**config.mk**
```make
export PLATFORM = sky130hd
export DESIGN_NAME = lpht_ctrl
export DESIGN_NICKNAME = d
export VERILOG_FILES = /design/src/hw/rtl/lpht_pkg.sv /design/src/hw/rtl/lpht_ctrl.sv
export SDC_FILE = /design/constraint.sdc
export NUM_CORES = 1
export LEC_CHECK = 0
export ABC_CLOCK_PERIOD_IN_PS = 1700
export BUFFER_PORTS_ARGS = -buffer_cell sky130_fd_sc_hd__buf_2
export CORE_AREA = 3 3 40 42
export DETAILED_ROUTE_END_ITERATION = 12
export DIE_AREA = 0 0 43 45
export GPL_ROUTABILITY_DRIVEN = 0
export PLACE_DENSITY = 0.55
export SETUP_SLACK_MARGIN = 0.1
export SLEW_MARGIN = 5
export SYNTH_ARGS = -nofsm -noshare
export SYNTH_HDL_FRONTEND = slang
export SYNTH_SLANG_ARGS = --single-unit
```
**constraint.sdc**
```tcl
create_clock -name clk -period 1.7 [get_ports clk]
set_clock_uncertainty 0.2 [all_clocks]
set_input_delay 0.34 -clock clk [delete_from_list [all_inputs] [get_ports clk]]
set_output_delay 0.34 -clock clk [all_outputs]
set_load 0.02 [all_outputs]
```
**src/hw/rtl/lpht_pkg.sv**
```systemverilog
// shared types, constants and the key hash of the linear probe hash table
package lpht_pkg;

  // field widths
  localparam int DATA_W  = 32;
  localparam int COUNT_W = 11;

  // default table size
  localparam int CAPACITY_DEF = 1024;

  // entry count saturates here
  localparam logic [COUNT_W-1:0] COUNT_MAX = {COUNT_W{1'b1}};

  // operation codes carried in the input tuser
  localparam logic MODE_INSERT = 1'b0;
  localparam logic MODE_LOOKUP = 1'b1;

  // hash rounds, one per cycle
  localparam int STEP_W = 3;
  localparam logic [STEP_W-1:0] HASH_LAST = 3'd5;

  // home slot reduction steps: multiply, quotient, multiply back, correct
  localparam int MSTEP_W = 2;
  localparam logic [MSTEP_W-1:0] MOD_LAST = 2'd3;

  // hash round constants
  localparam logic [DATA_W-1:0] HC0 = 32'h7ed55d16;
  localparam logic [DATA_W-1:0] HC1 = 32'hc761c23c;
  localparam logic [DATA_W-1:0] HC2 = 32'h165667b1;
  localparam logic [DATA_W-1:0] HC3 = 32'hd3a2646c;
  localparam logic [DATA_W-1:0] HC4 = 32'hfd7046c5;
  localparam logic [DATA_W-1:0] HC5 = 32'hb55a4f09;

  // controller states
  typedef enum logic [2:0] {
    ST_CLEAR,
    ST_IDLE,
    ST_HASH,
    ST_MOD,
    ST_READ,
    ST_CHECK,
    ST_DONE
  } state_t;

  // result kinds
  typedef enum logic [1:0] {
    RES_DONE,
    RES_HIT,
    RES_FULL
  } res_t;

  // commands from controller to datapath
  typedef struct packed {
    logic load;
    logic hash;
    logic mod;
    logic rd;
    logic adv;
    logic wr;
    logic clr;
    logic res_set;
    res_t res;
    logic out_load;
  } ctrl_cmd_t;

  // status from datapath to controller
  typedef struct packed {
    logic mode;
    logic hash_last;
    logic mod_last;
    logic occ;
    logic key_eq;
    logic sweep_last;
    logic clr_last;
    logic out_free;
  } dp_sts_t;

  // one round of the add/xor/shift key mix
  function automatic logic [DATA_W-1:0] hash_step(input logic [DATA_W-1:0] x,
                                                  input logic [STEP_W-1:0] idx);
    logic [DATA_W-1:0] y;
    unique case (idx)
      3'd0:    y = (x + HC0) + (x << 12);
      3'd1:    y = (x ^ HC1) ^ (x >> 19);
      3'd2:    y = (x + HC2) + (x << 5);
      3'd3:    y = (x + HC3) ^ (x << 9);
      3'd4:    y = (x + HC4) + (x << 3);
      3'd5:    y = (x ^ HC5) ^ (x >> 16);
      default: y = x;
    endcase
    return y;
  endfunction

endpackage

```
**src/hw/rtl/lpht_ctrl.sv**
```systemverilog
// sequencer for clear, hash, reduce and probe phases
module lpht_ctrl (
  input  logic                clk,
  input  logic                rst_n,
  input  logic                in_tvalid,
  output logic                in_tready,
  input  lpht_pkg::dp_sts_t   sts,
  output lpht_pkg::ctrl_cmd_t cmd
);
  import lpht_pkg::*;

  state_t state_r, state_nxt;

  // state register
  always_ff @(posedge clk) begin
    if (!rst_n) begin
      state_r <= ST_CLEAR;
    end else begin
      state_r <= state_nxt;
    end
  end

  // next state
  always_comb begin
    state_nxt = state_r;
    unique case (state_r)
      ST_CLEAR: if (sts.clr_last) state_nxt = ST_IDLE;
      ST_IDLE:  if (in_tvalid) state_nxt = ST_HASH;
      ST_HASH:  if (sts.hash_last) state_nxt = ST_MOD;
      ST_MOD:   if (sts.mod_last) state_nxt = ST_READ;
      ST_READ:  state_nxt = ST_CHECK;
      ST_CHECK: begin
        if (!sts.occ || sts.sweep_last ||
            (sts.mode == MODE_LOOKUP && sts.key_eq)) begin
          state_nxt = ST_DONE;
        end else begin
          state_nxt = ST_READ;
        end
      end
      ST_DONE:  if (sts.out_free) state_nxt = ST_IDLE;
      default:  state_nxt = ST_CLEAR;
    endcase
  end

  // command outputs
  always_comb begin
    cmd       = '0;
    cmd.res   = RES_DONE;
    in_tready = 1'b0;
    unique case (state_r)
      ST_CLEAR: cmd.clr = 1'b1;
      ST_IDLE: begin
        in_tready = 1'b1;
        cmd.load  = in_tvalid;
      end
      ST_HASH:  cmd.hash = 1'b1;
      ST_MOD:   cmd.mod = 1'b1;
      ST_READ:  cmd.rd = 1'b1;
      ST_CHECK: begin
        if (sts.mode == MODE_INSERT) begin
          // first free slot takes the pair, a full sweep refuses it
          if (!sts.occ) begin
            cmd.wr      = 1'b1;
            cmd.res_set = 1'b1;
          end else if (sts.sweep_last) begin
            cmd.res_set = 1'b1;
            cmd.res     = RES_FULL;
          end else begin
            cmd.adv = 1'b1;
          end
        end else begin
          // free slot or full sweep is a miss, equal key is a hit
          if (!sts.occ) begin
            cmd.res_set = 1'b1;
          end else if (sts.key_eq) begin
            cmd.res_set = 1'b1;
            cmd.res     = RES_HIT;
          end else if (sts.sweep_last) begin
            cmd.res_set = 1'b1;
          end else begin
            cmd.adv = 1'b1;
          end
        end
      end
      ST_DONE:  cmd.out_load = sts.out_free;
      default:  cmd = '0;
    endcase
  end

endmodule

```
# After elaboration in Yosys (flattened, before gate mapping)

Cells that the tools add are included.

Equality and inequality tests: 11
Mux-type cells: 32
Reductions and logical operators: 6

Operators by type and width:

| operator           | number |
|---|---|
| $mux 3             | 8 |
| $pmux 3 s7         | 1 |
| $mux 1             | 20 |
| $ne 2x2->1 const B | 5 |
| $eq 3x3->1 const B | 3 |
| $eq 3x2->1 const B | 2 |
| $mux 2             | 3 |
| $reduce_and 5->1   | 1 |
| $eq 3x1->1 const B | 1 |
| $logic_not 3->1    | 1 |
| $logic_or 1x1->1   | 2 |
| $logic_and 1x1->1  | 1 |
| $logic_not 1->1    | 1 |

Bits in registers: 3
Bits of input ports: 11
Output and inout port bits: 12
Word-level logic and storage cells: 50

# Depth between registers and ports, before layout

Depth in word-level cells: 5
Gate-level depth with buffers: 5

# Worst setup path before layout

No wires, ideal clock.

Path kind: register to output
Start: reg state_r[0]
End: out cmd[2] (netlist bit)
Data arrival time: 1.232 ns
Required time: 1.160 ns
Setup slack: -0.072 ns
Stages on the path, launching flop included: 4
Path buffers: 1
Cell sequence: dfxtp_1 > buf_2 > nand4b_1 > nor3b_1

RTL lines:

| element                | RTL line        | text |
|---|---|---|
| start, declared        | lpht_ctrl.sv:12 | `state_t state_r, state_nxt;` |
| start signal, assigned | lpht_ctrl.sv:19 | `state_r <= state_nxt;` |
| end, declared          | lpht_ctrl.sv:8  | `output lpht_pkg::ctrl_cmd_t cmd` |

==> flow_summary_export.csv <==
group,metric,value,unit
route,drtIter0Drc,4,
hold_path,min_to,"state_r[2]",
critical_path,reg2reg_depth,4,
clock_network,path_clk_slew,0.04,ns
place,dp.cells,80,
route,drtPass1Iterations,3,
floorplan,die_area,1935,µm²
route,ant_nets,0,
global_route,gr-total-overflow,0,
logic_synthesis,synth_cell_type_count,25,
power_and_ir_drop,max-vdd-ir-drop,0.2491,mV
global_route,grt_pass1_vias,430,
timing,min_period,1.681,ns
logic_synthesis,syn_inst,43,
final_layout,fill_cells,125,
timing,rsz0062_at_grt,"true",
timing,finalHoldViolations,0,
power_and_ir_drop,power_density,689.0,nW/µm²
critical_path,crit_fanout,4,
job,cap_violations,0,
clock_network,htreeDepth,1,
clock_network,clock_path_buffers,2,
clock_network,ctsHoldBuffers,0,
final_layout,nets,87,
timing,setup_viol_count_final,0,
hold_path,hold_class,"in -> reg",
floorplan,core,1285,µm²
floorplan,rows,13,
critical_path,regToRegSetupSlack,0.25,ns
global_route,grt_max_degree,14,
critical_path,cp-start-kind,"register",
logic_synthesis,syn_area,306.5,µm²
floorplan,start_util,23.86,%
clock_network,cts.sinks,3,
timing,clock.fmax,595.0,MHz
logic_synthesis,ys_seq_elements,3,
floorplan,fp.dieW,43,µm
status,status,"finished, final reports clean",
power_and_ir_drop,p_leak,0.2913,nW
final_layout,top_register,"state_r",
place,dpl.hpwl,725.9,µm
timing,relSlewSlack,85.57,%
critical_path,setup.worst_path.start,"state_r[1]",
final_layout,stdcell_count,90,
logic_synthesis,avgSynthCellArea,7.129,µm²
critical_path,crit_slowest_cell,"dfxtp_2",
final_layout,synthToLayoutAreaGrowth,111.0,%
final_layout,top_regs,"state_r (3)",
hold_path,min_path_cells,2,
final_layout,drive_above_1_share,65.33,%
route,vias,441,
critical_path,worst_ep_required_time,1.16,ns
global_route,antenna_found_initial,0,
clock_network,cts_made_buffers,3,
critical_path,path_cells,"nand4b_1 -> nor3b_2 -> buf_4",
logic_synthesis,ys_warn_count,0,
floorplan,io_pins,23,
global_route,grtUsageTotal,11.80,%
timing,period_share,98.86,%
critical_path,worstSetupPathType,"reg -> out",
critical_path,rr_endpoint,"state_r[0]",
timing,hold_slack,0.1710,ns
critical_path,end_kind,"output port",
route,vias_per_cell,4.900,
floorplan,die_height,45,µm
timing,worst_slew_pin_slew,0.2142,ns
place,io_buffers,22,
global_route,grt_pass1_wl,1711,µm
hold_path,hold_start,"rst_n",
final_layout,n_antenna_cell,0,
route,drcViolationCount,0,
critical_path,cpPeakStageDelay,0.32,ns
timing,drv_slew,0,
route,wl_per_cell,12.42,µm
logic_synthesis,synth-seq-area-share,19.59,%
clock_network,root_buffer,"clkbuf_4",
final_layout,largest_reg_flops,3,
logic_synthesis,synthesis.nets,54,
clock_network,clock_latency,0.23,ns
critical_path,critPathArrivalTime,1.14,ns
critical_path,timing.rr.start,"state_r[1]",
clock_network,tritoncts,"yes",
route,wl,1118,µm
[layout make-up]
cell class / count / area, µm² / area share (%)
timing repair buffer: 32 / 242.7 / 37.52
inverter: 1 / 3.754 / 0.5803
tap: 15 / 18.77 / 2.901
sequential: 3 / 68.82 / 10.64
clock buffer: 4 / 26.28 / 4.062
multi-input combinational: 35 / 286.5 / 44.29
[where the power goes]
part / internal (W) / switching [W] / total (W)
clock network: 0.0000879 / 0.0000361 / 0.000124
registers: 0.0000811 / 0.0000143 / 0.0000953
logic: 0.000120 / 0.000107 / 0.000226
total: 0.000289 / 0.000157 / 0.000446
[worst max-delay path, delay by kind of cell, from the launching register on]
kind / cells / cell delay [ns]
buffers and inverters: 1 / 0.16
flip-flops: 1 / 0.32
AND/OR/NAND/NOR: 2 / 0.43
[Yosys cell counts (all sizes together)]
cell type	count	area share (%)
nand2	5	6.1
nor2b	4	8.2
dfxtp	3	20
nor3	3	4.9
nor3b	3	7.3
a21oi	2	3.3
buf	2	3.3
clkbuf	2	2.9
mux2	2	7.3
nor2	2	2.4
o21ai	2	3.3
a2bb2oi	1	2.9
a31oi	1	2.0
and2	1	2.0
and4	1	2.9
and4b	1	3.3
inv	1	1.2
nand2b	1	2.0
nand3b	1	2.4
nand4	1	2.0
nand4b	1	2.9
o2111ai	1	2.9
o221ai	1	2.9
or3	1	2.0
[metrics by stage]
stage | setup slack [ns] | total power [W] | area [µm²] | utilization [%] | setup TNS (ns)
floorplan | -0.001262 | 0.0001892 | 320.3 | - | -0.001262
global placement | 0.1088 | 0.0002416 | 460.4 | 35.83 | 0
CTS | -0.01883 | 0.0004175 | 590.6 | 45.96 | -0.01883
detailed placement | 0.04785 | 0.0002429 | 460.4 | 35.83 | 0
global route | -0.04225 | 0.0004807 | 646.9 | 50.34 | -0.06849
finish | 0.01943 | 0.0004457 | 646.9 | 50.34 | 0
[cell usage in the layout, fill, tap and decap left out, types with 2 or more instances in the layout]
cell type  synthesis  layout
buf_2              2      11
buf_4              0      13
buf_6              0       8
clkbuf_4           0       3
dfxtp_4            0       2
mux2_2             2       2
nand2_1            5       5
nor2_1             2       2
nor2b_1            4       3
nor3_2             0       2
nor3b_4            0       2
o21ai_0            2       2
[cells by family (layout without fill, tap and decap cells)]
family / after synthesis / count (layout) / synth area share [%]
DFF: 3 / 3 / 19.59
muxes: 2 / 2 / 7.346
and+or+nand+nor: 25 / 25 / 48.58
buffers and inverters: 5 / 37 / 7.343
AOI/OAI and AO/OA: 8 / 8 / 17.15
[worst max-delay path by stage]
stage,to,slack (ns),depth (start not counted)
finish,cmd[2],0.02,3
global route,cmd[2],-0.04,3
CTS,cmd[2],-0.02,3
detailed placement,cmd[2],0.05,3
global placement,cmd[2],0.11,3
floorplan,cmd[9],-0.001,3
[timing repair]
item,in CTS,in global routing
cloned,0,0
hold endpoints to repair,0,0
setup buffers,5,1
endpoints found under the setup margin,12,12
gates resized for setup,22,12
pin swaps,6,2
[per-layer routing]
metal,part of all wire (%),track usage (%),vias up
met5,0,0,-
met4,2.5,7.831,0
met3,7.1,3.187,2
met2,51,20.96,20
met1,39,12.23,199
li1,-,-,220
(Power assumes the default switching activity.)
